## src/hw/rtl/hdlcd_pkg.sv

```systemverilog
// ----------------------------------------------------------------------------
// hdlcd_pkg
// Shared types, constants and the FCS-16 byte update for the HDLC deframer.
// ----------------------------------------------------------------------------
`default_nettype none

package hdlcd_pkg;

    localparam logic [7:0]  FLAG_BYTE     = 8'h7e;
    localparam logic [15:0] FCS_INIT      = 16'hffff;
    localparam logic [15:0] FCS_GOOD      = 16'hf0b8;
    localparam logic [15:0] FCS_POLY_REFL = 16'h8408;
    localparam logic [2:0]  STUFF_RUN     = 3'd5;
    localparam logic [2:0]  ONES_MAX      = 3'd7;
    localparam logic [7:0]  MIN_LEN_RESET = 8'd13;
    localparam logic [7:0]  COUNT_MAX     = 8'd255;

    typedef enum logic [1:0] {
        PH_HUNT  = 2'd0,
        PH_OPEN  = 2'd1,
        PH_FRAME = 2'd2
    } t_phase;

    typedef enum logic [1:0] {
        ST_BYTE    = 2'd0,
        ST_GOOD    = 2'd1,
        ST_FCS_ERR = 2'd2,
        ST_SHORT   = 2'd3
    } t_status;

    // bit-level unstuffing state
    typedef struct packed {
        logic [7:0] asm_byte;
        logic [2:0] bit_pos;
        logic [2:0] ones_run;
    } t_bit_state;

    // frame-level state
    typedef struct packed {
        t_phase      phase;
        logic [15:0] fcs;
        logic [7:0]  byte_count;
    } t_frame_state;

    // completed byte from the unstuffer
    typedef struct packed {
        logic       done;
        logic [7:0] data;
    } t_byte_evt;

    typedef struct packed {
        logic       valid;
        logic [7:0] frame_byte;
        logic       frame_end;
        t_status    status;
    } t_result;

    // reflected CRC-16 (X.25), one byte LSB first
    function automatic logic [15:0] fcs_update(input logic [15:0] fcs, input logic [7:0] b);
        logic [15:0] c;
        c = fcs ^ {8'h00, b};
        for (int i = 0; i < 8; i++) begin
            if (c[0]) begin
                c = (c >> 1) ^ FCS_POLY_REFL;
            end else begin
                c = c >> 1;
            end
        end
        return c;
    endfunction

endpackage

`default_nettype wire

```

## src/hw/rtl/hdlcd_unstuff.sv

```systemverilog
// ----------------------------------------------------------------------------
// hdlcd_unstuff
// Drops stuffed zeros from one received byte and assembles kept bits, LSB
// first. At most one byte can complete per input byte.
// ----------------------------------------------------------------------------
`default_nettype none

module hdlcd_unstuff
    import hdlcd_pkg::*;
(
    input  wire logic [7:0] i_data,
    input  wire t_bit_state i_state,
    output t_bit_state      o_state,
    output t_byte_evt       o_evt
);

    always_comb begin
        logic [7:0] v_asm;
        logic [2:0] v_pos;
        logic [2:0] v_ones;
        logic       v_keep;
        logic       v_done;
        logic [7:0] v_byte;
        v_asm  = i_state.asm_byte;
        v_pos  = i_state.bit_pos;
        v_ones = i_state.ones_run;
        v_done = 1'b0;
        v_byte = 8'h00;
        for (int n = 0; n < 8; n++) begin
            v_keep = 1'b1;
            if (i_data[n]) begin
                v_asm[v_pos] = 1'b1;
                if (v_ones != ONES_MAX) begin
                    v_ones = v_ones + 3'd1;
                end
            end else if (v_ones == STUFF_RUN) begin
                // stuffed zero after five ones
                v_ones = 3'd0;
                v_keep = 1'b0;
            end else begin
                v_ones = 3'd0;
            end
            if (v_keep) begin
                v_pos = v_pos + 3'd1;
                if (v_pos == 3'd0) begin
                    v_done = 1'b1;
                    v_byte = v_asm;
                    v_asm  = 8'h00;
                end
            end
        end
        o_state.asm_byte = v_asm;
        o_state.bit_pos  = v_pos;
        o_state.ones_run = v_ones;
        o_evt.done       = v_done;
        o_evt.data       = v_byte;
    end

endmodule

`default_nettype wire

```

## src/hw/rtl/hdlcd_framer.sv

```systemverilog
// ----------------------------------------------------------------------------
// hdlcd_framer
// Flag detection, frame phase tracking, byte count and FCS check for one
// completed byte.
// ----------------------------------------------------------------------------
`default_nettype none

module hdlcd_framer
    import hdlcd_pkg::*;
(
    input  wire t_byte_evt    i_evt,
    input  wire t_frame_state i_state,
    input  wire logic [7:0]   i_min_len,
    output t_frame_state      o_state,
    output t_result           o_result
);

    logic       w_flag;
    logic       w_short;
    logic [8:0] w_len;

    assign w_flag  = (i_evt.data == FLAG_BYTE);
    assign w_len   = {1'b0, i_state.byte_count} + 9'd2;
    assign w_short = (w_len < {1'b0, i_min_len});

    // next state
    always_comb begin
        o_state = i_state;
        if (i_evt.done) begin
            case (i_state.phase)
                PH_OPEN, PH_FRAME: begin
                    if (w_flag) begin
                        if (i_state.phase == PH_FRAME) begin
                            // closing flag opens the next frame
                            o_state.phase      = PH_OPEN;
                            o_state.fcs        = FCS_INIT;
                            o_state.byte_count = 8'd0;
                        end
                    end else begin
                        o_state.phase = PH_FRAME;
                        o_state.fcs   = fcs_update(i_state.fcs, i_evt.data);
                        if (i_state.byte_count != COUNT_MAX) begin
                            o_state.byte_count = i_state.byte_count + 8'd1;
                        end
                    end
                end
                default: begin
                    if (w_flag) begin
                        o_state.phase      = PH_OPEN;
                        o_state.fcs        = FCS_INIT;
                        o_state.byte_count = 8'd0;
                    end else begin
                        o_state.phase = PH_HUNT;
                    end
                end
            endcase
        end
    end

    // result
    always_comb begin
        o_result.valid      = 1'b0;
        o_result.frame_byte = i_evt.data;
        o_result.frame_end  = 1'b0;
        o_result.status     = ST_BYTE;
        if (i_evt.done) begin
            case (i_state.phase)
                PH_FRAME: begin
                    o_result.valid = 1'b1;
                    if (w_flag) begin
                        o_result.frame_end = 1'b1;
                        if (w_short) begin
                            o_result.status = ST_SHORT;
                        end else if (i_state.fcs != FCS_GOOD) begin
                            o_result.status = ST_FCS_ERR;
                        end else begin
                            o_result.status = ST_GOOD;
                        end
                    end
                end
                PH_OPEN: begin
                    o_result.valid = !w_flag;
                end
                default: begin
                    o_result.valid = 1'b0;
                end
            endcase
        end
    end

endmodule

`default_nettype wire

```

## src/hw/rtl/hdlc_deframe_fcs16_check_unit.sv

```systemverilog
// ----------------------------------------------------------------------------
// hdlc_deframe_fcs16_check_unit
// HDLC bit unstuffer and deframer with FCS-16 check, one byte per cycle
// while the result side accepts; input and result words are both registered.
// Throughput: 1 input word per cycle while the result side accepts; bounded by
//   the combinational unstuff plus CRC update loop on the deframer state.
// Reset (synchronous, active low): deframer state cleared, hunting for flag,
//   min_frame_length back to 13, both pipeline registers empty.
// ----------------------------------------------------------------------------
`default_nettype none

module hdlc_deframe_fcs16_check_unit
    import hdlcd_pkg::*;
(
    input  wire logic       i_clk,
    input  wire logic       i_rst_n,
    // configuration: min_frame_length
    input  wire logic       i_cfg_valid,
    output logic            o_cfg_ready,
    input  wire logic [7:0] i_cfg_data,
    // input stream
    input  wire logic       i_s_axis_tvalid,
    output logic            o_s_axis_tready,
    input  wire logic [7:0] i_s_axis_tdata,   // [7:0] data_byte
    input  wire logic       i_s_axis_tuser,   // [0] burst_start
    // result stream
    output logic            o_m_axis_tvalid,
    input  wire logic       i_m_axis_tready,
    output logic [7:0]      o_m_axis_tdata,   // [7:0] frame_byte
    output logic            o_m_axis_tlast,   // frame_end
    output logic [1:0]      o_m_axis_tuser    // [1:0] status
);

    logic         r_in_valid;
    logic         n_in_valid;
    logic [7:0]   r_in_data;
    logic         r_in_burst;
    logic         r_out_valid;
    logic         n_out_valid;
    logic [7:0]   r_out_byte;
    logic         r_out_end;
    t_status      r_out_status;
    logic [7:0]   r_min_len;
    t_bit_state   r_bit_st;
    t_frame_state r_frm_st;

    logic         w_can_proc;
    logic         w_proc;
    logic         w_in_take;
    t_bit_state   w_bit_start;
    t_bit_state   w_bit_next;
    t_frame_state w_frm_start;
    t_frame_state w_frm_next;
    t_byte_evt    w_evt;
    t_result      w_res;

    assign o_cfg_ready     = 1'b1;
    assign w_can_proc      = !r_out_valid || i_m_axis_tready;
    assign w_proc          = r_in_valid && w_can_proc;
    assign o_s_axis_tready = !r_in_valid || w_can_proc;
    assign w_in_take       = i_s_axis_tvalid && o_s_axis_tready;

    // burst start clears deframer state ahead of this word
    always_comb begin
        if (r_in_burst) begin
            w_bit_start.asm_byte   = 8'h00;
            w_bit_start.bit_pos    = 3'd0;
            w_bit_start.ones_run   = 3'd0;
            w_frm_start.phase      = PH_HUNT;
            w_frm_start.fcs        = FCS_INIT;
            w_frm_start.byte_count = 8'd0;
        end else begin
            w_bit_start = r_bit_st;
            w_frm_start = r_frm_st;
        end
    end

    hdlcd_unstuff u_unstuff (
        .i_data  (r_in_data),
        .i_state (w_bit_start),
        .o_state (w_bit_next),
        .o_evt   (w_evt)
    );

    hdlcd_framer u_framer (
        .i_evt     (w_evt),
        .i_state   (w_frm_start),
        .i_min_len (r_min_len),
        .o_state   (w_frm_next),
        .o_result  (w_res)
    );

    always_comb begin
        n_in_valid = r_in_valid;
        if (o_s_axis_tready) begin
            n_in_valid = i_s_axis_tvalid;
        end
        n_out_valid = r_out_valid;
        if (w_can_proc) begin
            n_out_valid = w_proc && w_res.valid;
        end
    end

    always_ff @(posedge i_clk) begin
        if (!i_rst_n) begin
            r_in_valid            <= 1'b0;
            r_out_valid           <= 1'b0;
            r_min_len             <= MIN_LEN_RESET;
            r_bit_st.asm_byte     <= 8'h00;
            r_bit_st.bit_pos      <= 3'd0;
            r_bit_st.ones_run     <= 3'd0;
            r_frm_st.phase        <= PH_HUNT;
            r_frm_st.fcs          <= FCS_INIT;
            r_frm_st.byte_count   <= 8'd0;
        end else begin
            r_in_valid  <= n_in_valid;
            r_out_valid <= n_out_valid;
            if (i_cfg_valid) begin
                r_min_len <= i_cfg_data;
            end
            if (w_proc) begin
                r_bit_st <= w_bit_next;
                r_frm_st <= w_frm_next;
            end
        end
    end

    always_ff @(posedge i_clk) begin
        if (w_in_take) begin
            r_in_data  <= i_s_axis_tdata;
            r_in_burst <= i_s_axis_tuser;
        end
        if (w_proc && w_res.valid) begin
            r_out_byte   <= w_res.frame_byte;
            r_out_end    <= w_res.frame_end;
            r_out_status <= w_res.status;
        end
    end

    assign o_m_axis_tvalid = r_out_valid;
    assign o_m_axis_tdata  = r_out_byte;
    assign o_m_axis_tlast  = r_out_end;
    assign o_m_axis_tuser  = r_out_status;

endmodule

`default_nettype wire

```

## config.mk

```make
export PLATFORM = sky130hd
export DESIGN_NAME = hdlc_deframe_fcs16_check_unit
export DESIGN_NICKNAME = d
export VERILOG_FILES = /design/src/hw/rtl/hdlcd_pkg.sv /design/src/hw/rtl/hdlcd_unstuff.sv /design/src/hw/rtl/hdlcd_framer.sv /design/src/hw/rtl/hdlc_deframe_fcs16_check_unit.sv
export SDC_FILE = /design/constraint.sdc
export NUM_CORES = 1
export LEC_CHECK = 0
export BUFFER_PORTS_ARGS = -buffer_cell sky130_fd_sc_hd__buf_2
export CAP_MARGIN = 15
export CORE_ASPECT_RATIO = 1.1
export CORE_MARGIN = 1
export CORE_UTILIZATION = 50
export DETAILED_ROUTE_END_ITERATION = 10
export GPL_ROUTABILITY_DRIVEN = 0
export MAX_ROUTING_LAYER = met4
export PLACE_DENSITY = 0.67
export RECOVER_POWER = 25
export SETUP_SLACK_MARGIN = 0.1
export SYNTH_ARGS = -nofsm -noshare
export SYNTH_HDL_FRONTEND = slang
export SYNTH_HIERARCHICAL = 1
export SYNTH_SLANG_ARGS = --single-unit
```

## constraint.sdc

```tcl
create_clock -name i_clk -period 17.3 [get_ports i_clk]
set_input_delay 1.73 -clock i_clk [delete_from_list [all_inputs] [get_ports i_clk]]
set_output_delay 1.73 -clock i_clk [all_outputs]
set_load 0.05 [all_outputs]
```

==> metrics.cfg, run 1 <==
[timing]
finalCritPeriodShare_pct=62.9
max_freq_ghz=0.0920
tns_ns=0
hold_viol=0
maxSlewViolCount=75
tightest_slew_ns=3.05
rsz0062_at_grt=no
setup_viol_count_final=0
final_period_minus_worst_setup_slack_ns=10.87
timing.slew.headroom_pct=-103
fin_worst_skew_ns=0.00902

[clocking]
post_cts_buffers=0
root_buffer=clkbuf_16
cts_hold_buffers=0
clk_pin_slew_worst_paths_ns=0.06
clk_path_buf_depth=2
cts_tree=yes
clock_latency_ns=0.35
htreeDepth=3
cts_buffers=9
cts.sinks=70
ctsResizeCount=0

[floorplan]
fp.dieArea_mm2=0.0170
coreArea_mm2=0.0159
die_y_um=137
die_w_um=124
ioPinCount=36
start_util_pct=51.8
rows=48

[logic_synthesis]
synth_seq_area_share_pct=19.4
synth_ff_type=dfxtp_1
synthCells=1057
ys_ff_latch=70
async_flop_share_pct=0
syn-cell-area_mm2=0.00825
ys_types=104
avgSynthCellArea_um2=7.80
synth-edff-count=20
syn_nets=1119
ys_warn_count=6

[power_and_ir_drop]
vdd_ir_drop_max_v=0.0000663
p_per_area_mw_per_mm2=85.4
intPower_w=0.000425
swShare_pct=42.0
power_switching_w=0.000307
clkPwrFrac_pct=25.1
p_comb_share_pct=49.1
p_seq_share_pct=25.7
power.leakage_nw=3.30

[placement]
place_hpwl_mm=18.0
placedCellCount=1226
port_buffers=34

[global_route]
grt_pass1_vias=7526
grt.total_usage_pct=28.8
grt_max_degree=75
grt_pass1_wl_mm=38.2
antenna_found_initial=0
grt-ovfl-total=0

[worst_setup_path]
start_kind=flop
cp_common_cell=ha_1
critPathArrivalTime_ns=10.84
end_kind=flop
critPathMaxStageDelay_ns=0.77
critPathSlowestCell=nor2b_1
critPathRequiredTime_ns=17.27
crit_type=reg2reg
cp_max_fo=12

[status]
violations=capacitance limit, slew limit
status=finished, violations left

[cells_and_area]
fin_cells=1242
drive_gt1_share_pct=10.7
diodes=0
num-fill-cells=1539
nNetsFinal=1099
syn2layout_area_growth_pct=3.94

[detailed_routing]
drc=0
vias=8051
via_per_inst=6.48
wl_mm=23.6
wl_per_cell_um=19.0
ant_nets=0
drt_first_pass_iters=6
drt_iter0_drc=617

[min_path]
hold_class=reg2reg

[flow_run]
cap_violations=1

-- path summary, 6_finish.rpt --
check             slack [ns]  depth (start not counted)                     endpoint                     start
hold reg to reg         0.45                          2     r_bit_st[4]$_SDFFE_PN0P_  r_bit_st[4]$_SDFFE_PN0P_
hold / removal          0.45                          2     r_bit_st[4]$_SDFFE_PN0P_  r_bit_st[4]$_SDFFE_PN0P_
setup / recovery        6.43                         39  o_m_axis_tdata[5]$_DFFE_PP_      r_in_burst$_DFFE_PP_
setup reg to reg        6.43                         39  o_m_axis_tdata[5]$_DFFE_PP_      r_in_burst$_DFFE_PP_
-- Yosys cell counts, types with 6 or more instances --
| cell type | number | share of area [%] |
|---|---|---|
| mux2i_1 | 41 | 5.0 |
| inv_1 | 61 | 2.8 |
| nor3_1 | 21 | 1.3 |
| o22ai_1 | 15 | 1.1 |
| a21boi_0 | 7 | 0.64 |
| a32oi_1 | 11 | 1.2 |
| o21ai_0 | 56 | 3.4 |
| a31oi_1 | 10 | 0.76 |
| nand3b_1 | 6 | 0.55 |
| o211a_1 | 6 | 0.73 |
| or2_2 | 19 | 1.4 |
| a2bb2oi_1 | 16 | 1.7 |
| xnor2_1 | 33 | 3.5 |
| o311ai_1 | 16 | 1.7 |
| nor4_1 | 9 | 0.68 |
| a21oi_1 | 55 | 3.3 |
| nor2_1 | 70 | 3.2 |
| a2111oi_0 | 6 | 0.64 |
| and3_1 | 9 | 0.68 |
| buf_2 | 14 | 0.85 |
| nand2b_1 | 9 | 0.68 |
| nand3_1 | 29 | 1.8 |
| buf_4 | 13 | 1.2 |
| o21ai_1 | 6 | 0.36 |
| dfxtp_1 | 50 | 12 |
| nand4b_1 | 7 | 0.74 |
| a21o_1 | 7 | 0.64 |
| nor2b_1 | 35 | 2.7 |
| edfxtp_1 | 20 | 7.3 |
| nand4_1 | 14 | 1.1 |
| a211oi_1 | 18 | 1.6 |
| nand2_1 | 104 | 4.7 |
| clkbuf_1 | 31 | 1.4 |
| buf_6 | 7 | 0.96 |
| o31ai_1 | 6 | 0.55 |
| ha_1 | 40 | 6.1 |
| xor2_1 | 13 | 1.4 |
| and2_1 | 13 | 0.99 |
| o211ai_1 | 14 | 1.3 |
-- kinds of logic (layout without fill, tap and decap cells) --
family | count (synthesis) | in the layout | synth area share, %
flops | 70 | 70 | 19.4
mux | 43 | 43 | 5.28
fa+ha+maj | 40 | 40 | 6.07
compound gates | 337 | 337 | 30.5
other cells | 1 | 1 | 0.0455
buf+inv | 140 | 125 | 8.24
simple gates | 373 | 373 | 23.8
xor+xnor | 53 | 53 | 6.64
-- metrics by stage --
| step | setup slack (ns) | utilization, % | power (W) | instance area, um^2 | hold slack (ns) |
|---|---|---|---|---|---|
| 3_3_place_gp | 6.88 | 52.2 | 0.000539 | 8300 | 0.438 |
| 4_1_cts | 6.52 | 54.0 | 0.000727 | 8590 | 0.451 |
| 2_1_floorplan | 8.76 | - | 0.000485 | 8250 | 0.430 |
| 5_1_grt | 5.29 | 53.9 | 0.000773 | 8570 | 0.466 |
| 3_5_place_dp | 6.57 | 52.2 | 0.000540 | 8300 | 0.442 |
| 6_report | 6.43 | 53.9 | 0.000732 | 8570 | 0.450 |
-- per-layer routing --
layer | global-route usage, % | part of all wire, % | up-vias
met4 | 15.1 | 4.2 | 0
met2 | 47.4 | 47 | 337
met3 | 3.52 | 5.5 | 74
li1 | - | - | 3899
met5 | - | 0 | -
met1 | 34.7 | 43 | 3741
-- state kept, by name, indices dropped and copies added (netlist names) --
name and cells:
r_in_data 8, o_m_axis_tlast 1, r_in_burst 1, o_m_axis_tdata 8
o_m_axis_tvalid 1, r_frm_st 26, r_min_len 8, r_in_valid 1
o_m_axis_tuser 2, r_bit_st 14
-- power by group through the flow --
stage               sequential, W  clock [W]  combinational [W]
floorplan                0.000188          0           0.000297
global placement         0.000192          0           0.000347
detailed placement       0.000192          0           0.000348
CTS                      0.000188   0.000188           0.000351
global route             0.000190   0.000194           0.000389
finish                   0.000188   0.000184           0.000360
-- cell usage in the layout (no fill, tap or decap), drive strengths merged, types with 22 or more instances in the layout --
cell / count
nor3: 22
inv: 67
o21ai: 62
nand2: 104
nor2b: 36
ha: 40
a21oi: 59
nand3: 29
mux2i: 42
a211oi: 24
dfxtp: 50
nor2: 71
buf: 34
xnor2: 36
-- critical path, delay by kind of cell, from the launching register on --
kind,cells,cell delay (ns)
simple gates,16,4.47
fa+ha+maj,6,1.95
buf+inv,3,0.42
compound gates,10,2.39
flops,1,0.38
xor+xnor,4,0.85
-- cell type report --
class | instances | area (um^2) | area share [%]
Multi-Input combinational cell | 847 | 5970 | 69.6
Tap cell | 200 | 250 | 2.92
Clock buffer | 11 | 233 | 2.71
Inverter | 66 | 248 | 2.89
Sequential cell | 70 | 1600 | 18.7
Timing Repair Buffer | 43 | 224 | 2.61
Clock inverter | 5 | 50.0 | 0.584
No activity file was read; power rests on OpenSTA's default activity.
==> inputs of run 2 (changes only) <==
ABC_AREA = 1   (was unset)
clock period = 10.2 ns   (was 17.3 ns; I/O delays follow)
==> run 2 against run 1 <==
Net effect: the run still ends with capacitance limit, slew limit left; via count is 3.0% higher; die area is 2.9% lower; worst hold slack hardly changed; clock power is 90% higher; first-iteration DRC count is 21% higher; routed wire length is 11% lower; final cell count is 25% higher; sequential cell count stayed put; maximum frequency is 40% higher; combinational power is 130% higher; highest routed layer unchanged; critical path depth is 3 higher; largest power group unchanged; synthesized cell count is 28% higher.
==> metrics.cfg, run 2 <==
[timing]
hold_viol=0  ; unchanged
maxSlewViolCount=51  ; -32%
max_freq_ghz=0.129  ; +40%
holdWs_ns=0.450  ; +0.000133 ns
rsz0062_at_grt=no
finalCritPeriodShare_pct=75.9  ; +13 points
fin_worst_skew_ns=0.0156  ; +0.00661 ns
final_period_minus_worst_setup_slack_ns=7.74  ; -3.13 ns
setup_viol_count_final=0  ; unchanged
tns_ns=0  ; unchanged
timing.slew.headroom_pct=-47.0  ; +56 points
tightest_slew_ns=2.20  ; -0.843 ns

[clocking]
cts_buffers=9  ; unchanged
cts_hold_buffers=0  ; unchanged
ctsResizeCount=0  ; unchanged
clk_pin_slew_worst_paths_ns=0.07  ; about the same
cts.sinks=70  ; unchanged
post_cts_buffers=0  ; unchanged
cts_tree=yes
clk_path_buf_depth=2  ; unchanged
root_buffer=clkbuf_16
clock_latency_ns=0.36  ; about the same
htreeDepth=3  ; unchanged

[global_route]
grt_pass1_wl_mm=34.5  ; -9.6%
grt_max_degree=67  ; -11%
grt_pass1_vias=7150  ; -5.0%
grt.total_usage_pct=27.0  ; -1.8 points
antenna_found_initial=0  ; unchanged
grt-ovfl-total=0  ; unchanged

[min_path]
hold_depth=2  ; unchanged
worstHoldStart=r_frm_st[15]$_SDFFE_PN1P_
hold_end=r_frm_st[15]$_SDFFE_PN1P_
hold_class=reg2reg

[flow_run]
cap_violations=1  ; unchanged

[status]
status=finished, violations left
violations=capacitance limit, slew limit

[cells_and_area]
diodes=0  ; unchanged
final_cell_mix=nand2_1, nand3_1, inv_1
largest_reg_flops=26  ; unchanged
top_register=r_frm_st
nNetsFinal=1411  ; +28%
num-fill-cells=1665  ; +8.2%
finish.instance_area_mm2=0.00846  ; -1.3%
layout_commonest_cell=nand2_1
drive_gt1_share_pct=12.3  ; +1.6 points
syn2layout_area_growth_pct=5.71
reg.largest.list=r_frm_st x26, r_bit_st x14

[worst_setup_path]
critPathSlowestCell=nor2_1
r2r_start=r_in_burst$_DFFE_PP_
critPathMaxStageDelay_ns=0.71  ; -0.06 ns
critPathRequiredTime_ns=10.17  ; -7.10 ns
cp_max_fo=40  ; +28
end_kind=flop
crit_buf_inv=11  ; +8
path_delay_family=simple AND/OR/NAND/NOR gates
start_kind=flop
crit_type=reg2reg
cp_common_cell=inv_1
critPathArrivalTime_ns=7.71  ; -3.13 ns
r2r_slack_ns=2.46  ; -3.97 ns
worstRegToRegCells=42  ; +7.7%
reg2reg_to=o_m_axis_tlast$_DFFE_PP_

[detailed_routing]
drc=0  ; unchanged
drt_iter0_drc=745  ; +21%
ant_nets=0  ; unchanged
wl_per_cell_um=13.6  ; -29%
vias=8296  ; +3.0%
via_per_inst=5.34  ; -18%
wl_mm=21.1  ; -11%
drt_first_pass_iters=5  ; -1

[placement]
port_buffers=34  ; unchanged
place_hpwl_mm=15.9  ; -11%
place_area_mm2=0.00814  ; -1.9%

[logic_synthesis]
synth_area_leaders=nand2_1, dfxtp_1, nand3_1, edfxtp_1, inv_1
avgSynthCellArea_um2=5.93  ; -24%
synth.top_cell.area_share_pct=21.0  ; +8.8 points
ys_ff_latch=70  ; unchanged
synth-edff-count=20  ; unchanged
synth_seq_area_share_pct=20.0  ; +0.60 points
async_flop_share_pct=0  ; unchanged
synthCells=1350  ; +28%
ys_warn_count=6  ; unchanged
syn-cell-area_mm2=0.00800  ; -3.0%
ys_top_cells_by_count=nand2_1, nand3_1, inv_1
synth_ff_type=dfxtp_1
synth_most_common_cell=nand2_1
yosysTopAreaCell=nand2_1
syn_nets=1412  ; +26%
ys_types=51  ; -51%

[floorplan]
rows=48  ; unchanged
fp.dieArea_mm2=0.0165  ; -2.9%
die_y_um=135  ; -1.5%
coreArea_mm2=0.0157  ; -1.5%
die_w_um=123  ; -1.5%
start_util_pct=51.1  ; -0.77 points
ioPinCount=36  ; unchanged

[power_and_ir_drop]
vdd_ir_drop_max_v=0.000125  ; +89%
p_per_area_mw_per_mm2=179  ; +110%
power.leakage_nw=4.30  ; +30%

run 2: final cells by class:
type / instances / area (um^2) / share of cell area (%)
Timing Repair Buffer: 37 / 191 / 2.26
Tap cell: 200 / 250 / 2.96
Clock inverter: 5 / 62.6 / 0.740
Clock buffer: 11 / 254 / 3.00
Sequential cell: 70 / 1600 / 18.9
Inverter: 168 / 631 / 7.45
Multi-Input combinational cell: 1063 / 5470 / 64.6
run 2: power by group:
group          internal, W  total, W  leakage, nW  switching (W)
combinational     0.000258  0.000843         3.54       0.000586
clock             0.000207  0.000350        0.156       0.000143
sequential        0.000311  0.000322        0.595      0.0000107
total             0.000776   0.00152         4.30       0.000739
run 2: tightest hold or removal path, delay by kind of cell (launching register included):
family,cells,cell delay [ns]
flip-flops,1,0.32
AND/OR/NAND/NOR,2,0.10
run 2: worst max-delay path by stage:
stage / startpoint / endpoint / slack [ns] / cells after the start
after floorplan: r_in_burst$_DFFE_PP_ / o_m_axis_tdata[0]$_DFFE_PP_ / 3.58 / 40
after global placement: r_in_burst$_DFFE_PP_ / o_m_axis_tlast$_DFFE_PP_ / 2.79 / 42
after detailed placement: r_in_burst$_DFFE_PP_ / o_m_axis_tuser[0]$_DFFE_PP_ / 2.56 / 42
after CTS: r_in_burst$_DFFE_PP_ / o_m_axis_tlast$_DFFE_PP_ / 2.53 / 42
after global routing: r_in_burst$_DFFE_PP_ / o_m_axis_tdata[0]$_DFFE_PP_ / 1.67 / 42
final: r_in_burst$_DFFE_PP_ / o_m_axis_tlast$_DFFE_PP_ / 2.46 / 42
run 2: cell families (layout without fill, tap and decap cells):
group	after synthesis	count (layout)	synth area share, %
buffers and inverters	217	221	11.7
other	1	1	0.0469
XOR/XNOR	17	17	1.86
flip-flops	70	70	20.0
multiplexers	1	1	0.141
AND/OR/NAND/NOR	841	841	47.6
adder cells (fa/ha/maj)	40	40	6.25
AO/OA/AOI/OAI	163	163	12.4
run 2: metrics by stage:
stage	util, %	std cells	power [W]	setup slack, ns
floorplan	-	1350	0.00102	3.58
detailed placement	52.0	1538	0.00115	2.56
finish	54.0	1554	0.00152	2.46
global route	54.0	1554	0.00164	1.67
global placement	52.0	1538	0.00114	2.79
CTS	54.0	1554	0.00151	2.53
run 2: per-layer routing:
metal | global-route usage [%] | wire (um) | up-vias
li1 | - | - | 4309
met2 | 39.9 | 9260 | 222
met5 | - | 0 | -
met1 | 37.8 | 10400 | 3742
met4 | 6.30 | 289 | 0
met3 | 5.03 | 1190 | 23
==> inputs of run 3 (changes only) <==
clock period = 7.9 ns   (was 10.2 ns; I/O delays follow)
==> run 3 against run 2 <==
Net effect: the run still ends with capacitance limit, slew limit left; final cell count up 0.19%; register-to-register slack got worse by 1.7 ns; non-clock buffer count increased by 3; design area fell by 0.22%; utilization down 0.12 points; via count hardly changed; worst hold slack got worse by 0.0014 ns; global-route usage is 0.12 points higher; die area is the same; clock-buffer cell count did not move; clock power is 13% higher; sequential cell count unchanged.
==> metrics.cfg, run 3 (synthesized netlist as in run 2, its figures left out) <==
[status]
status=finished, violations left
violations=capacitance limit, slew limit

[worst_setup_path]
cp-startpoint=r_in_burst$_DFFE_PP_
reg2reg_to=r_frm_st[24]$_SDFFE_PN0P_
critPathRequiredTime_ns=8.18  ; -1.99 ns
worstRegToRegCells=37  ; -12%
critPathMaxStageDelay_ns=0.50  ; -0.21 ns
r2r_start=r_in_burst$_DFFE_PP_
critPathSlowestCell=edfxtp_1
end_kind=flop
cp_max_fo=33  ; -18%
critPathArrivalTime_ns=7.44  ; -0.27 ns
crit_type=reg2reg
r2r_slack_ns=0.74  ; -1.72 ns
start_kind=flop
cp_common_cell=nand2_1

[clocking]
root_buffer=clkbuf_16
cts_hold_buffers=0  ; unchanged
cts.sinks=70  ; unchanged
cts_buffers=9  ; unchanged
clk_pin_slew_worst_paths_ns=0.06  ; about the same
clk_path_buf_depth=2  ; unchanged
cts_tree=yes
clock_latency_ns=0.35  ; about the same
htreeDepth=3  ; unchanged

[timing]
tns_ns=0  ; unchanged
timing.slew.headroom_pct=-56.8  ; -9.8 points
maxSlewViolCount=51  ; unchanged
rsz0062_at_grt=no
setup_viol_count_final=0  ; unchanged
final_period_minus_worst_setup_slack_ns=7.16  ; -0.580 ns
tightest_slew_ns=2.35  ; +0.147 ns
fin_worst_skew_ns=0.00989  ; -0.00574 ns
max_freq_ghz=0.140  ; +8.1%
finalCritPeriodShare_pct=90.6  ; +15 points
hold_viol=0  ; unchanged

[power_and_ir_drop]
power.leakage_nw=4.29  ; about the same
power_switching_w=0.000942  ; +27%
intPower_w=0.000962  ; +24%
vdd_ir_drop_max_v=0.000150  ; +20%
p_comb_share_pct=57.4  ; +1.7 points
clkPwrFrac_pct=20.7  ; -2.4 points
p_seq_share_pct=21.9  ; +0.7 points
p_per_area_mw_per_mm2=226  ; +26%
finalPower_w=0.00190  ; +26%
swShare_pct=49.5  ; +0.67 points

[floorplan]
rows=48  ; unchanged
ioPinCount=36  ; unchanged
coreArea_mm2=0.0157  ; unchanged
start_util_pct=51.1  ; unchanged
fp.dieArea_mm2=0.0165  ; unchanged
die_y_um=135  ; unchanged
die_w_um=123  ; unchanged

[placement]
place_area_mm2=0.00817  ; +0.28%
place_hpwl_mm=15.9  ; -0.36%
port_buffers=34  ; unchanged

[global_route]
antenna_found_initial=0  ; unchanged
grt.total_usage_pct=27.1  ; +0.12 points
grt_pass1_wl_mm=34.9  ; +1.1%
grt_pass1_vias=7220  ; +0.98%
grt_max_degree=67  ; unchanged
grt-ovfl-total=0  ; unchanged

[cells_and_area]
largest_reg_flops=26  ; unchanged
reg.largest.list=r_frm_st x26, r_bit_st x14
diodes=0  ; unchanged
syn2layout_area_growth_pct=5.47
nNetsFinal=1414  ; +0.21%
drive_gt1_share_pct=12.5  ; +0.19 points
finish.instance_area_mm2=0.00844  ; -0.22%
top_register=r_frm_st
final_cell_mix=nand2_1, nand3_1, inv_1
layout_commonest_cell=nand2_1

[detailed_routing]
drt_first_pass_iters=6  ; +1
drt_iter0_drc=765  ; +2.7%
wl_per_cell_um=13.6  ; -0.25%
vias=8289  ; -0.084%
drc=0  ; unchanged
ant_nets=0  ; unchanged
wl_mm=21.1  ; about the same
via_per_inst=5.32  ; -0.28%

[min_path]
worstHoldStart=r_frm_st[22]$_SDFFE_PN1P_
hold_end=r_frm_st[22]$_SDFFE_PN1P_
hold_depth=2  ; unchanged
hold_class=reg2reg

[flow_run]
cap_violations=1  ; unchanged

==> run 3: layout make-up <==
| type | count | area [um^2] |
|---|---|---|
| clock inverters | 5 | 31.3 |
| well taps | 200 | 250 |
| multi-input cells | 1063 | 5470 |
| fillers | 1631 | 7230 |
| inverters | 168 | 631 |
| flip-flops and latches | 70 | 1600 |
| clock buffers | 11 | 243 |
| repair buffers | 40 | 213 |
==> run 3: worst max-delay path: cells and delay by family (launching register included) <==
family | cells | cell delay (ns)
AO/OA/AOI/OAI | 4 | 0.50
AND/OR/NAND/NOR | 21 | 3.10
buffers and inverters | 4 | 0.76
adder cells (fa/ha/maj) | 8 | 2.25
flip-flops | 1 | 0.50
==> run 3: repair_timing <==
action,4_1_cts,5_1_grt
gates resized for setup,0,1
endpoints found under the setup margin,0,12
buffers inserted,0,0
==> run 3: through the flow <==
stage / utilization [%] / hold WS (ns) / setup slack, ns / instances
floorplan: - / 0.421 / 1.28 / 1350
global placement: 52.1 / 0.431 / 1.06 / 1541
detailed placement: 52.1 / 0.437 / 0.868 / 1541
CTS: 53.8 / 0.452 / 0.839 / 1557
global route: 53.8 / 0.462 / 0.0812 / 1557
finish: 53.8 / 0.449 / 0.740 / 1557
==> run 3: worst max-delay path by stage <==
stage	to	slack (ns)	depth (start not counted)
after floorplan	o_m_axis_tdata[0]$_DFFE_PP_	1.28	40
after global placement	o_m_axis_tlast$_DFFE_PP_	1.06	37
after detailed placement	o_m_axis_tlast$_DFFE_PP_	0.87	44
after CTS	o_m_axis_tdata[1]$_DFFE_PP_	0.84	44
after global routing	r_frm_st[24]$_SDFFE_PN0P_	0.08	37
final	r_frm_st[24]$_SDFFE_PN0P_	0.74	37
==> run 3: power by group through the flow <==
stage | registers, W | logic, W | clock network [W]
2_1_floorplan | 0.000420 | 0.000891 | 0
6_report | 0.000417 | 0.00109 | 0.000394
5_1_grt | 0.000420 | 0.00124 | 0.000414
3_3_place_gp | 0.000424 | 0.00106 | 0
3_5_place_dp | 0.000424 | 0.00107 | 0
4_1_cts | 0.000417 | 0.00107 | 0.000403
==> run 3: metal layers <==
metal / vias up / wire (um) / GRT usage (%)
li1: 4315 / - / -
met4: 0 / 262 / 6.98
met2: 244 / 9200 / 40.4
met3: 28 / 1230 / 3.72
met1: 3702 / 10400 / 38.3
met5: - / 0 / -
